--- src/rtl/tspcr_pkg.sv ---
// ----------------------------------------------------------------------------
// tspcr_pkg
// Shared widths and types of the transport stream PCR bitrate estimator:
// the bit-serial divider shape and its result bundle.
// ----------------------------------------------------------------------------
`timescale 1ns / 1ps
`default_nettype none

package tspcr_pkg;

    // divider shape: wide dividend, divisor below 2^26, 28 quotient bits
    localparam int DIV_N_W = 60;
    localparam int DIV_D_W = 26;
    localparam int DIV_Q_W = 28;

    // status and result of the divider, seen by the sequencer
    typedef struct packed {
        logic               busy;
        logic               done;
        logic               ovf;
        logic [DIV_Q_W-1:0] quot;
    } div_res_t;

endpackage

`default_nettype wire

--- src/rtl/tspcr_div.sv ---
// ----------------------------------------------------------------------------
// tspcr_div
// Restoring divider, one quotient bit per cycle. A quotient that would not
// fit in DIV_Q_W bits is flagged as overflow right after start.
// ----------------------------------------------------------------------------
`timescale 1ns / 1ps
`default_nettype none

module tspcr_div (
    input  wire logic                          clk,
    input  wire logic                          rst_n,
    input  wire logic                          start,
    input  wire logic [tspcr_pkg::DIV_N_W-1:0] dividend,
    input  wire logic [tspcr_pkg::DIV_D_W-1:0] divisor,
    output tspcr_pkg::div_res_t                res
);
    import tspcr_pkg::*;

    localparam int CNT_W = $clog2(DIV_Q_W);
    localparam int HI_W  = DIV_N_W - DIV_Q_W;

    logic               busy_reg;
    logic               done_reg;
    logic               ovf_reg;
    logic [CNT_W-1:0]   cnt_reg;
    logic [DIV_D_W-1:0] rem_reg;
    logic [DIV_D_W-1:0] den_reg;
    logic [DIV_Q_W-1:0] quo_reg;

    logic [HI_W-1:0]    top_bits;
    logic               start_ovf;
    logic [DIV_D_W:0]   trial;
    logic [DIV_D_W:0]   trial_diff;
    logic               trial_ge;

    // overflow when the upper dividend bits already reach the divisor
    assign top_bits  = dividend[DIV_N_W-1:DIV_Q_W];
    assign start_ovf = top_bits >= HI_W'(divisor);

    // one restoring step: shift in the next dividend bit, try to subtract
    assign trial      = {rem_reg, quo_reg[DIV_Q_W-1]};
    assign trial_diff = trial - {1'b0, den_reg};
    assign trial_ge   = trial >= {1'b0, den_reg};

    // control
    always_ff @(posedge clk or negedge rst_n)
    begin
        if (!rst_n)
        begin
            busy_reg <= 1'b0;
            done_reg <= 1'b0;
            ovf_reg  <= 1'b0;
            cnt_reg  <= '0;
        end
        else
        begin
            done_reg <= 1'b0;
            if (start)
            begin
                ovf_reg <= start_ovf;
                if (start_ovf)
                begin
                    done_reg <= 1'b1;
                end
                else
                begin
                    busy_reg <= 1'b1;
                    cnt_reg  <= CNT_W'(DIV_Q_W - 1);
                end
            end
            else if (busy_reg)
            begin
                if (cnt_reg == '0)
                begin
                    busy_reg <= 1'b0;
                    done_reg <= 1'b1;
                end
                else
                begin
                    cnt_reg <= cnt_reg - CNT_W'(1);
                end
            end
        end
    end

    // datapath: remainder and a shift register that trades dividend bits
    // for quotient bits
    always_ff @(posedge clk)
    begin
        if (start)
        begin
            den_reg <= divisor;
            rem_reg <= top_bits[DIV_D_W-1:0];
            quo_reg <= dividend[DIV_Q_W-1:0];
        end
        else if (busy_reg)
        begin
            rem_reg <= trial_ge ? trial_diff[DIV_D_W-1:0] : trial[DIV_D_W-1:0];
            quo_reg <= {quo_reg[DIV_Q_W-2:0], trial_ge};
        end
    end

    assign res.busy = busy_reg;
    assign res.done = done_reg;
    assign res.ovf  = ovf_reg;
    assign res.quot = quo_reg;

endmodule

`default_nettype wire

--- src/rtl/ts_pcr_bitrate_estimator_unit.sv ---
// ----------------------------------------------------------------------------
// ts_pcr_bitrate_estimator_unit
// Per transport packet header: byte counting, PCR extraction, PCR delta,
// bitrate estimate and paced rate update with headroom, hold and smoothing.
// ----------------------------------------------------------------------------
//
//  channel   dir  beat contents (low bit first)
//  --------  ---  ---------------------------------------------------------
//  s_axis    in   tdata: sync_byte, header_byte3, adaptation_length,
//                 adaptation_flags, pcr_bytes (80 bits)
//  m_axis    out  tdata: paced_rate, zero pad (32 bits);
//                 tuser: pcr_found, estimate_used
//  cfg       in   cfg_we, cfg_addr (register index), cfg_wdata
//
//  A packet without PCR goes straight to the output register. A packet that
//  runs the estimate makes up to five passes of the shared bit-serial
//  divider (estimate, headroom, configured ceiling, rise limit, average)
//  plus sequencing.
//  One packet is worked on at a time; the next beat is taken once the result
//  sits in the output register, which holds it while m_axis_tready is low.
//  Reset clears the packet state and sets the headroom to 100; the paced rate starts at zero (unknown).
// ----------------------------------------------------------------------------
`timescale 1ns / 1ps
`default_nettype none

module ts_pcr_bitrate_estimator_unit (
    input  wire logic        clk,
    input  wire logic        rst_n,
    // sync_byte, header_byte3, adaptation_length, adaptation_flags, pcr_bytes
    input  wire logic [79:0] s_axis_tdata,
    input  wire logic        s_axis_tvalid,
    output logic             s_axis_tready,
    // paced_rate, zero pad
    output logic [31:0]      m_axis_tdata,
    // pcr_found, estimate_used
    output logic [1:0]       m_axis_tuser,
    output logic             m_axis_tvalid,
    input  wire logic        m_axis_tready,
    input  wire logic        cfg_we,
    input  wire logic [1:0]  cfg_addr,
    input  wire logic [27:0] cfg_wdata
);
    import tspcr_pkg::*;

    localparam int RATE_W  = 28;
    localparam int PCR_W   = 42;
    localparam int DELTA_W = 44;
    localparam int HR_W    = 10;
    localparam int PROD_W  = RATE_W + HR_W;
    localparam int EST_P_W = DIV_N_W - 3;

    localparam logic [RATE_W-1:0]  RATE_MIN    = 28'd512000;
    localparam logic [RATE_W-1:0]  RATE_MAX    = 28'd200000000;
    localparam logic [31:0]        PKT_BYTES   = 32'd188;
    localparam logic [31:0]        BYTES_TOP   = 32'hFFFF_FFFF - 32'd188;
    localparam logic [24:0]        PCR_HZ      = 25'd27000000;
    localparam logic [DELTA_W-1:0] PCR_WRAP    = 44'd2576980377600;
    localparam logic [DELTA_W-1:0] DELTA_LO    = 44'd27000;
    localparam logic [DELTA_W-1:0] DELTA_HI    = 44'd54000000;
    localparam logic [7:0]         SYNC_VALUE  = 8'h47;
    localparam logic [7:0]         ALEN_MIN    = 8'd7;
    localparam logic [7:0]         ALEN_MAX    = 8'd183;
    localparam logic [HR_W-1:0]    HR_DEFAULT  = 10'd100;
    localparam logic [8:0]         PCR_MUL     = 9'd300;
    localparam logic [6:0]         RISE_PCT    = 7'd125;
    localparam logic [DIV_D_W-1:0] DIV_PERCENT = 26'd100;
    localparam logic [DIV_D_W-1:0] DIV_TENTHS  = 26'd10;

    // register indexes of the configuration port
    typedef enum logic [1:0] {
        REG_HEADROOM = 2'd0,
        REG_CFG_RATE = 2'd1,
        REG_HOLD     = 2'd2,
        REG_INIT     = 2'd3
    } reg_idx_t;

    typedef enum logic [3:0] {
        S_IDLE,
        S_PCR,
        S_DELTA,
        S_WIN,
        S_EST_MUL,
        S_EST_DIV,
        S_HR_MUL,
        S_HR_DIV,
        S_CFG_MUL,
        S_CFG_DIV,
        S_RISE,
        S_LIM_DIV,
        S_AVG,
        S_AVG_DIV,
        S_EMIT
    } state_t;

    function automatic logic [RATE_W-1:0] clamp_rate(input logic [RATE_W-1:0] r);
        if (r < RATE_MIN)
            return RATE_MIN;
        else if (r > RATE_MAX)
            return RATE_MAX;
        else
            return r;
    endfunction

    // configuration
    logic [HR_W-1:0]     headroom_reg;
    logic [RATE_W-1:0]   cfg_rate_reg;
    logic                hold_reg;

    // packet state
    state_t              state_reg;
    logic [PCR_W-1:0]    prev_pcr_reg;
    logic                have_pcr_reg;
    logic [31:0]         bytes_reg;
    logic [RATE_W-1:0]   cur_reg;
    logic [47:0]         raw_reg;
    logic [PCR_W-1:0]    pcr_reg;
    logic [DELTA_W-1:0]  delta_reg;
    logic [RATE_W-1:0]   est_reg;
    logic                found_reg;
    logic                used_reg;

    // divider handoff
    logic                div_start_reg;
    logic [DIV_N_W-1:0]  div_n_reg;
    logic [DIV_D_W-1:0]  div_d_reg;
    div_res_t            div_res;

    // output register
    logic                m_valid_reg;
    logic [RATE_W-1:0]   m_rate_reg;
    logic                m_found_reg;
    logic                m_used_reg;

    logic                accept;
    logic                pcr_ok;
    logic [31:0]         bytes_next;
    logic [HR_W-1:0]     hr_eff;
    logic [RATE_W-1:0]   cfg_eff;
    logic [RATE_W-1:0]   quot_rate;
    logic [RATE_W-1:0]   quot_clamped;
    logic [RATE_W:0]     cur_plus1;
    logic [RATE_W:0]     rise_lim;
    logic                out_free;

    tspcr_div u_div (
        .clk      (clk),
        .rst_n    (rst_n),
        .start    (div_start_reg),
        .dividend (div_n_reg),
        .divisor  (div_d_reg),
        .res      (div_res)
    );

    // header checks on the incoming beat
    assign accept = s_axis_tvalid && s_axis_tready;
    assign pcr_ok = (s_axis_tdata[7:0] == SYNC_VALUE) && s_axis_tdata[13] &&
                    (s_axis_tdata[23:16] >= ALEN_MIN) &&
                    (s_axis_tdata[23:16] <= ALEN_MAX) && s_axis_tdata[28];

    // saturating byte count
    assign bytes_next = (bytes_reg > BYTES_TOP) ? 32'hFFFF_FFFF : bytes_reg + PKT_BYTES;

    // effective headroom and configured rate
    assign hr_eff  = (headroom_reg == '0) ? HR_DEFAULT : headroom_reg;
    assign cfg_eff = (cfg_rate_reg == '0) ? '0 : clamp_rate(cfg_rate_reg);

    // divider result as a rate: overflow and range clamp
    assign quot_rate    = div_res.quot[RATE_W-1:0];
    assign quot_clamped = div_res.ovf ? RATE_MAX : clamp_rate(quot_rate);

    // rise limit: at least one above the current rate
    assign cur_plus1 = {1'b0, cur_reg} + {{RATE_W{1'b0}}, 1'b1};
    assign rise_lim  = ({1'b0, quot_rate} < cur_plus1) ? cur_plus1 : {1'b0, quot_rate};

    assign out_free = !m_valid_reg || m_axis_tready;

    assign s_axis_tready = (state_reg == S_IDLE);

    // configuration registers
    always_ff @(posedge clk or negedge rst_n)
    begin
        if (!rst_n)
        begin
            headroom_reg <= HR_DEFAULT;
            cfg_rate_reg <= '0;
            hold_reg     <= 1'b0;
        end
        else if (cfg_we)
        begin
            case (cfg_addr)
                REG_HEADROOM: headroom_reg <= cfg_wdata[HR_W-1:0];
                REG_CFG_RATE: cfg_rate_reg <= cfg_wdata;
                REG_HOLD:     hold_reg     <= cfg_wdata[0];
                default:      ;
            endcase
        end
    end

    // packet sequencer
    always_ff @(posedge clk or negedge rst_n)
    begin
        if (!rst_n)
        begin
            state_reg     <= S_IDLE;
            prev_pcr_reg  <= '0;
            have_pcr_reg  <= 1'b0;
            bytes_reg     <= '0;
            cur_reg       <= '0;
            raw_reg       <= '0;
            pcr_reg       <= '0;
            delta_reg     <= '0;
            est_reg       <= '0;
            found_reg     <= 1'b0;
            used_reg      <= 1'b0;
            div_start_reg <= 1'b0;
            div_n_reg     <= '0;
            div_d_reg     <= '0;
            m_valid_reg   <= 1'b0;
            m_rate_reg    <= '0;
            m_found_reg   <= 1'b0;
            m_used_reg    <= 1'b0;
        end
        else
        begin
            div_start_reg <= 1'b0;

            // output beat taken, unless a new result replaces it
            if (m_valid_reg && m_axis_tready && (state_reg != S_EMIT))
            begin
                m_valid_reg <= 1'b0;
            end

            // initial rate loads the paced rate at once
            if (cfg_we && (cfg_addr == REG_INIT) && (cfg_wdata != '0))
            begin
                cur_reg <= clamp_rate(cfg_wdata);
            end

            case (state_reg)
                S_IDLE:
                begin
                    if (accept)
                    begin
                        bytes_reg <= bytes_next;
                        raw_reg   <= s_axis_tdata[79:32];
                        found_reg <= pcr_ok;
                        used_reg  <= 1'b0;
                        state_reg <= pcr_ok ? S_PCR : S_EMIT;
                    end
                end

                // pcr = base * 300 + extension
                S_PCR:
                begin
                    pcr_reg   <= PCR_W'(raw_reg[47:15]) * PCR_W'(PCR_MUL) +
                                 PCR_W'(raw_reg[8:0]);
                    state_reg <= S_DELTA;
                end

                // wrapped delta, then the new reference
                S_DELTA:
                begin
                    if (pcr_reg >= prev_pcr_reg)
                        delta_reg <= DELTA_W'(pcr_reg) - DELTA_W'(prev_pcr_reg);
                    else
                        delta_reg <= PCR_WRAP + DELTA_W'(pcr_reg) - DELTA_W'(prev_pcr_reg);
                    prev_pcr_reg <= pcr_reg;
                    have_pcr_reg <= 1'b1;
                    if (have_pcr_reg)
                    begin
                        state_reg <= S_WIN;
                    end
                    else
                    begin
                        bytes_reg <= '0;
                        state_reg <= S_EMIT;
                    end
                end

                // 1 ms .. 2 s window; a negative wrap fails on the sign bit
                S_WIN:
                begin
                    if (!delta_reg[DELTA_W-1] && (delta_reg > DELTA_LO) &&
                        (delta_reg < DELTA_HI))
                    begin
                        state_reg <= S_EST_MUL;
                    end
                    else
                    begin
                        bytes_reg <= '0;
                        state_reg <= S_EMIT;
                    end
                end

                // bits * 27 MHz over the delta
                S_EST_MUL:
                begin
                    div_n_reg     <= {EST_P_W'(bytes_reg) * EST_P_W'(PCR_HZ), 3'b000};
                    div_d_reg     <= delta_reg[DIV_D_W-1:0];
                    div_start_reg <= 1'b1;
                    bytes_reg     <= '0;
                    state_reg     <= S_EST_DIV;
                end

                S_EST_DIV:
                begin
                    if (div_res.done)
                    begin
                        est_reg <= quot_rate;
                        if (!div_res.ovf && (quot_rate >= RATE_MIN) &&
                            (quot_rate <= RATE_MAX))
                            state_reg <= S_HR_MUL;
                        else
                            state_reg <= S_EMIT;
                    end
                end

                // estimate scaled by headroom percent
                S_HR_MUL:
                begin
                    div_n_reg     <= DIV_N_W'(PROD_W'(est_reg) * PROD_W'(hr_eff));
                    div_d_reg     <= DIV_PERCENT;
                    div_start_reg <= 1'b1;
                    state_reg     <= S_HR_DIV;
                end

                S_HR_DIV:
                begin
                    if (div_res.done)
                    begin
                        est_reg  <= quot_clamped;
                        used_reg <= 1'b1;
                        if (hold_reg && (cfg_eff != '0))
                            state_reg <= S_CFG_MUL;
                        else
                            state_reg <= S_RISE;
                    end
                end

                // ceiling of the configured rate with headroom
                S_CFG_MUL:
                begin
                    div_n_reg     <= DIV_N_W'(PROD_W'(cfg_eff) * PROD_W'(hr_eff));
                    div_d_reg     <= DIV_PERCENT;
                    div_start_reg <= 1'b1;
                    state_reg     <= S_CFG_DIV;
                end

                S_CFG_DIV:
                begin
                    if (div_res.done)
                    begin
                        if (est_reg <= quot_clamped)
                        begin
                            cur_reg   <= cfg_eff;
                            state_reg <= S_EMIT;
                        end
                        else
                        begin
                            state_reg <= S_RISE;
                        end
                    end
                end

                // first estimate is taken as is, a rise is limited to 125%
                S_RISE:
                begin
                    if (cur_reg == '0)
                    begin
                        cur_reg   <= est_reg;
                        state_reg <= S_EMIT;
                    end
                    else if (est_reg > cur_reg)
                    begin
                        div_n_reg     <= DIV_N_W'(PROD_W'(cur_reg) * PROD_W'(RISE_PCT));
                        div_d_reg     <= DIV_PERCENT;
                        div_start_reg <= 1'b1;
                        state_reg     <= S_LIM_DIV;
                    end
                    else
                    begin
                        state_reg <= S_AVG;
                    end
                end

                S_LIM_DIV:
                begin
                    if (div_res.done)
                    begin
                        if ({1'b0, est_reg} > rise_lim)
                            est_reg <= rise_lim[RATE_W-1:0];
                        state_reg <= S_AVG;
                    end
                end

                // 7:3 weighted average
                S_AVG:
                begin
                    div_n_reg     <= DIV_N_W'({cur_reg, 3'b000}) - DIV_N_W'(cur_reg) +
                                     DIV_N_W'({est_reg, 1'b0}) + DIV_N_W'(est_reg);
                    div_d_reg     <= DIV_TENTHS;
                    div_start_reg <= 1'b1;
                    state_reg     <= S_AVG_DIV;
                end

                S_AVG_DIV:
                begin
                    if (div_res.done)
                    begin
                        cur_reg   <= quot_rate;
                        state_reg <= S_EMIT;
                    end
                end

                // result into the output register once it is free
                S_EMIT:
                begin
                    if (out_free)
                    begin
                        m_valid_reg <= 1'b1;
                        m_rate_reg  <= cur_reg;
                        m_found_reg <= found_reg;
                        m_used_reg  <= used_reg;
                        state_reg   <= S_IDLE;
                    end
                end

                default:
                begin
                    state_reg <= S_IDLE;
                end
            endcase
        end
    end

    assign m_axis_tvalid = m_valid_reg;
    assign m_axis_tdata  = {4'b0000, m_rate_reg};
    assign m_axis_tuser  = {m_used_reg, m_found_reg};

    // an estimate is only ever used on a packet that carried a PCR
    a_used_needs_pcr: assert property (@(posedge clk) disable iff (!rst_n)
        m_axis_tvalid |-> (m_axis_tuser[0] || !m_axis_tuser[1]))
        else $error("estimate_used without pcr_found");

    // the paced rate is unknown or inside the rate limits
    a_rate_range: assert property (@(posedge clk) disable iff (!rst_n)
        (cur_reg == '0) || ((cur_reg >= RATE_MIN) && (cur_reg <= RATE_MAX)))
        else $error("paced rate out of limits");

    // the divider is idle whenever a new packet may enter
    a_div_idle: assert property (@(posedge clk) disable iff (!rst_n)
        s_axis_tready |-> (!div_res.busy && !div_start_reg))
        else $error("divider busy while accepting");

    // one packet at a time
    a_one_item: assert property (@(posedge clk) disable iff (!rst_n)
        accept |=> !s_axis_tready)
        else $error("input taken while a packet is in work");

endmodule

`default_nettype wire

--- config.mk ---
export PLATFORM = sky130hd
export DESIGN_NAME = ts_pcr_bitrate_estimator_unit
export DESIGN_NICKNAME = d
export VERILOG_FILES = /design/src/rtl/tspcr_pkg.sv /design/src/rtl/tspcr_div.sv /design/src/rtl/ts_pcr_bitrate_estimator_unit.sv
export SDC_FILE = /design/constraint.sdc
export NUM_CORES = 2
export LEC_CHECK = 0
export BUFFER_PORTS_ARGS = -buffer_cell sky130_fd_sc_hd__buf_2
export CAP_MARGIN = 10
export CORE_MARGIN = 1
export CORE_UTILIZATION = 25
export CTS_CLUSTER_SIZE = 25
export DETAILED_ROUTE_END_ITERATION = 8
export PLACE_DENSITY_LB_ADDON = 0.25
export SLEW_MARGIN = 20
export SYNTH_ARGS = -nofsm -noshare
export SYNTH_HDL_FRONTEND = slang
export SYNTH_SLANG_ARGS = --single-unit
--- constraint.sdc ---
create_clock -name clk -period 19.2 [get_ports clk]
set_input_delay 4.8 -clock clk [delete_from_list [all_inputs] [get_ports clk]]
set_output_delay 4.8 -clock clk [all_outputs]
set_load 0.02 [all_outputs]
; ---- Word level (Yosys, flattened, before mapping)
; Index checks and enable logic that the tools add are counted.
[totals]
ff_bits = 516
input_bits = 115
out_inout_bits = 36
[classes]
n_addsub = 11
n_mul = 5
order_cmp = 20
n_eq_ne = 33
muxes = 75
n_reduce_logical = 46
[op_table]
columns = cell, count
row1 = $mux W28, 19
row2 = $pmux W60 S5, 1
row3 = $pmux W28 S3, 2
row4 = $mux W26, 5
row5 = $mux W32, 4
row6 = $pmux W32 S4, 1
row7 = $mux W60, 2
row8 = $pmux W26 S4, 1
row9 = $gt A28 B28 Y1 const B, 3
row10 = $lt A28 B19 Y1 const B, 3
row11 = $mul A28 B10 Y38, 2
row12 = $pmux W4 S15, 1
row13 = $logic_not A28 Y1, 2
row14 = $reduce_bool A28 Y1, 2
row15 = $mul A32 B19 Y51 const B, 1
row16 = $gt A44 B15 Y1 const B, 1
row17 = $lt A44 B26 Y1 const B, 1
row18 = $mux W4, 11
row19 = $mux W44, 1
row20 = $sub A43 B42 Y44, 1
row21 = $add A42 B42 Y43 const A, 1
row22 = $sub A42 B42 Y43, 1
row23 = $add A42 B9 Y42, 1
row24 = $ge A42 B42 Y1, 1
row25 = 55 further kinds, 122

; ---- Longest topological paths before layout
[depth]
depth_word = 9
depth_mapped = 34
ltp_nobuf = 31

; ---- Modules after synthesis
; From an unflattened synthesis, not the netlist that was laid out.
[hier_totals]
cells_unflattened = 8620
hier_area_um2 = 76429.6
[modules_own_cells]
columns = mod, instances, cells_per_inst, area_each_um2
row1 = ts_pcr_bitrate_estimator_unit, 1, 8051, 70420.0
row2 = tspcr_div, 1, 569, 6009.5

; ---- Worst setup path before layout
; Ideal clock, no wire load.
[synth_path]
kind = register -> register
startpoint = reg cfg_rate_reg[10]
endpoint = reg div_n_reg[28]
setup_time_ns = 0.087
arrival_time_ns = 7.562
required_time_ns = 19.113
slack_ns = 11.551
stages_incl_launch_ff = 31
path_buffers = 3
period_less_slack_ns = 7.649
cell_sequence = dfrtp_1 nor4_1 a21oi_1 o21ai_0 a21oi_1 a21oi_1 nor2_1 nor2_1 clkbuf_1 clkbuf_1 nand3_1 fa_1 inv_1 fa_1 fa_1 fa_1 inv_1 fa_1 inv_1 ha_1 clkbuf_1 and4_1 nand2_1 a211o_1 a21oi_1 o2bb2ai_1 a21oi_1 or3b_2 a21oi_1 a2111oi_0 a22oi_1
[synth_between]
elab_chain_len = 6
[synth_rtl]
columns = item, line
row1 = from (decl), ts_pcr_bitrate_estimator_unit.sv:106  ; logic [RATE_W-1:0] cfg_rate_reg;
row2 = from (signal assigned), ts_pcr_bitrate_estimator_unit.sv:192  ; REG_CFG_RATE: cfg_rate_reg <= cfg_wdata;
row3 = $gt A28 B28 Y1, ts_pcr_bitrate_estimator_unit.sv:98  ; else if (r > RATE_MAX)
row4 = $mux W28, ts_pcr_bitrate_estimator_unit.sv:98
row5 = $mux W28, ts_pcr_bitrate_estimator_unit.sv:96  ; if (r < RATE_MIN)
row6 = $mux W28 *, ts_pcr_bitrate_estimator_unit.sv:165  ; assign cfg_eff = (cfg_rate_reg == '0) ? '0 : clamp_rate(cfg_rate_reg);
row7 = $mul A28 B10 Y38 *, ts_pcr_bitrate_estimator_unit.sv:343  ; div_n_reg <= DIV_N_W'(PROD_W'(cfg_eff) * PROD_W'(hr_eff));
row8 = $pmux W60 S5 *, ts_pcr_bitrate_estimator_unit.sv:239  ; case (state_reg)
row9 = to (signal assigned), ts_pcr_bitrate_estimator_unit.sv:343
row10 = to (signal assigned), ts_pcr_bitrate_estimator_unit.sv:375  ; div_n_reg <= DIV_N_W'(PROD_W'(cur_reg) * PROD_W'(RISE_PCT));
row11 = to (signal assigned), ts_pcr_bitrate_estimator_unit.sv:399  ; div_n_reg <= DIV_N_W'({cur_reg, 3'b000}) - DIV_N_W'(cur_reg) +
row12 = to (decl), ts_pcr_bitrate_estimator_unit.sv:124  ; logic [DIV_N_W-1:0] div_n_reg;
; Mark *: on every way between the ends. The rest lies on a longest branch, timed or not.
; A chain may end at the register's enable or synchronous reset.

; ---- Worst setup path after layout
[layout_path]
startpoint = reg cfg_rate_reg[10]
endpoint = reg div_n_reg[32]
; Same word-level chain as after synthesis.

==> results list <==
* First-pass GRT wire length: 395 mm
- During placement, the flow inserted port buffers numbering 126.
- Most used routing layer: met2
* Run status: completed
- Synthesized instance count: 8621
* Post-synthesis average cell area: 8.84 um2
* Buffer levels on the longest clock path: 3
- For the worst setup path, the data required time is 19.76 ns.
- Die area: 0.307 mm2
- The max-slew violation count is 0.
- Global-route usage over all layers: 16.7%
- The detailed router finished its first iteration with 4099 violations.
- The register with the most flip-flops in the layout has 60 of them.
- Maximum achievable frequency: 0.0955 GHz
- CTS built an H-tree with a depth of 3.
- Buffers inserted to repair hold after CTS numbered 0.
- Aggregate global routing overflow: 0
* Initial Util: 25.2%
* Top cell types by occurrence after synthesis: sky130_fd_sc_hd__inv_1 (1426), sky130_fd_sc_hd__nand2_1 (965), sky130_fd_sc_hd__fa_1 (952)
* Hold endpoint: u_div.den_reg[4]
* Summed instance area of the synthesized netlist: 0.0762 mm2
* Maximum fanout encountered on the critical timing path: 56
- The worst hold path passes through 0 cells.
* Hold crit path type: reg2reg
- FP Rows: 202
- DRC viols: 0
* Number of setup violations in the final report: 0
* Most used DFF post-synth: sky130_fd_sc_hd__dfrtp_1
* Relative slew margins: 19.3%
- Clock tree from TritonCTS: done
- Proportion of register bits with asynchronous set or reset after synthesis: 84.3%
- The net count of the finished layout is 10500.
* Layout-stage area growth over the synthesis result: 10.2%
- Entering global routing, the biggest net connects 170 pins.
- Post-synthesis register bit count: 509
* Post-route ant nets: 0
- The critical path is of the reg2reg type.
- sky130_fd_sc_hd__inv_1 is the most common cell in the netlist.
- By area the synthesized netlist is led by sky130_fd_sc_hd__fa_1 (25%), sky130_fd_sc_hd__dfrtp_1 (14%), sky130_fd_sc_hd__ha_1 (14%).
- The first detailed-routing pass ran for 6 iterations.
- The synthesized netlist devotes 14.9% of its cell area to compound gates.
- Global-route track usage on met3: 2.32%
- The share of synthesized area in the top cell type comes to 25.0%.
* Final-layout setup total negative slack: 0 ns
- For the pin with the worst max-slew slack, the measured transition is 1.18 ns.
* Worst reg2reg endpoint: div_n_reg[32]
- Slowest CP cell: sky130_fd_sc_hd__a2111oi_0
* Post-synth EDFFs: 80
- The worst setup path is captured at a register.
* Via count of the first global-routing pass: 62800
- The worst register-to-register path has a setup slack of 8.73 ns.
- The tool flagged a number of max-cap violations equal to 0.
- Wires add up to 260 mm.
* Count of distinct cell types in the synthesized netlist: 92
- Antenna violations before repair: 9
- Number of sinks driven by the clock tree: 509
* Global-route met1 utilization: 21.7%
* Die height: 554 um
- Mux share of post-synthesis cell area: 2.19%
- Across the routed clock network, the largest skew measured is 0.0488 ns.
- Global-route track usage on met2: 28.0%
- Hold_sp: div_d_reg[4]
- Min Tclk post-route: 10.47 ns
* Portion of the post-synthesis area used by sequential elements: 17.2%
* Main combinational cell family by area after synthesis: adder cells
- The largest single stage delay on the critical path is 0.82 ns.
* Startpoint class of the critical path: register
- Area share of xor/xnor cells in the synthesized design: 3.93%
- Routed wire length per instance: 20.5 um
- Origin of the critical flop-to-flop path: cfg_rate_reg[10]
- Chip Width: 554 um
- The final number of hold-violating endpoints is 0.
* RD Place Congestion: 0.926
- Setup repair after global routing left no endpoint under its margin.
- Fraction of layout cells with a size suffix above 1: 6.29%
- Post-detail-place hpwl: 208 mm
* Adder and majority gate portion of the synthesized area: 38.9%
- Using the TritonRoute via totals, the vias-per-cell ratio works out to 4.88.
* Worst endpoint data arrival time: 11.03 ns
- Share of the clock period used by the worst path after layout: 54.5%
- Clock network latency to the later pin of the worst-skew pair: 0.69 ns
- Buffer cell driving the clock tree root: sky130_fd_sc_hd__clkbuf_16
- The floorplan step defined a core boundary enclosing 0.303 mm2.
- The largest total area in the synthesized netlist belongs to sky130_fd_sc_hd__fa_1.
- Post-CTS setup-driven buffer insertion count: 0
- Area fraction in and, or, nand and nor cells after synthesis: 14.1%
- Count of vias placed by the detailed router: 61800
- Number of warnings issued by yosys: 0
* Post-cts resize count: 0
* Worst Reg2Reg Path Length in Cells: 33
* Total CTS buffers: 70
* Top-level I/O count: 151
* Clock-pin slew on the worst setup and hold paths: 0.06 ns
-- cells in the final DEF, fill, tap and decap left out, drive strengths merged, types with 21 or more instances in the layout --
cell / instances
o21bai: 45
o31ai: 34
a211oi: 69
xnor2: 212
nor2: 456
edfxtp: 80
xor2: 130
o211ai: 58
a211o: 24
nor4: 56
a21o: 196
nor2b: 57
and3: 101
mux2i: 42
clkbuf: 94
or3: 28
o21a: 58
nand3: 153
a31oi: 51
a22oi: 43
dfrtp: 426
mux2: 111
nand3b: 21
buf: 227
nand4: 78
inv: 1432
nor3: 106
ha: 849
fa: 952
o22ai: 37
a221oi: 25
nand2b: 70
and2: 123
o21ai: 474
nand2: 965
a21oi: 419
-- how the worst max path moves through the flow --
stage / start / end / depth (start not counted)
floorplan: cfg_rate_reg[10] / div_n_reg[28] / 30
global placement: cfg_rate_reg[10] / div_n_reg[32] / 33
detailed placement: cfg_rate_reg[10] / div_n_reg[32] / 33
CTS: cfg_rate_reg[10] / div_n_reg[32] / 33
global route: cfg_rate_reg[10] / div_n_reg[32] / 33
finish: cfg_rate_reg[10] / div_n_reg[32] / 33
-- area by class of cell --
cell class                      instances  area, um2
Fill cell                           32500     219000
Sequential cell                       509      13200
Multi-Input combinational cell       6372      56700
Clock buffer                           94       1970
Clock inverter                         35        410
Tap cell                             3978       4980
Timing Repair Buffer                  227       1410
Antenna cell                           16       40.0
Inverter                             1426       5360
-- cells by family after synthesis --
kind of cell    after synthesis
compound gates             1766
xor+xnor                    342
fa+ha+maj                  1801
buf+inv                    1743
flops                       509
mux                         153
other cells                   1
simple gates               2306
-- per-layer routing --
| metal | up-vias | part of all wire [%] |
|---|---|---|
| li1 | 28700 | - |
| met5 | - | 0.0073 |
| met1 | 31100 | 44 |
| met2 | 1592 | 47 |
| met4 | 2 | 4.5 |
| met3 | 355 | 5.1 |
-- stage by stage --
step                      cells  area, um2  setup WS [ns]  util, %  hold WS, ns
after floorplan            8624      76200          11.55        -        0.425
after global placement    12500      81500           8.47     26.9        0.427
after detailed placement  12500      81500           8.49     26.9        0.433
after CTS                 12600      83900           8.43     27.7        0.444
after global routing      12700      84000           8.15     27.7        0.454
final                     12700      84000           8.73     27.7        0.445
-- critical path, delay by kind of cell (launching register included) --
family | cells | cell delay [ns]
AO/OA/AOI/OAI | 11 | 3.60
adder cells (fa/ha/maj) | 6 | 2.89
AND/OR/NAND/NOR | 8 | 1.81
buffers and inverters | 7 | 1.22
flip-flops | 1 | 0.59
XOR/XNOR | 1 | 0.17
Power is not shown: default switching activity piles up to over one toggle a cycle in this logic, so the estimate is an artifact.
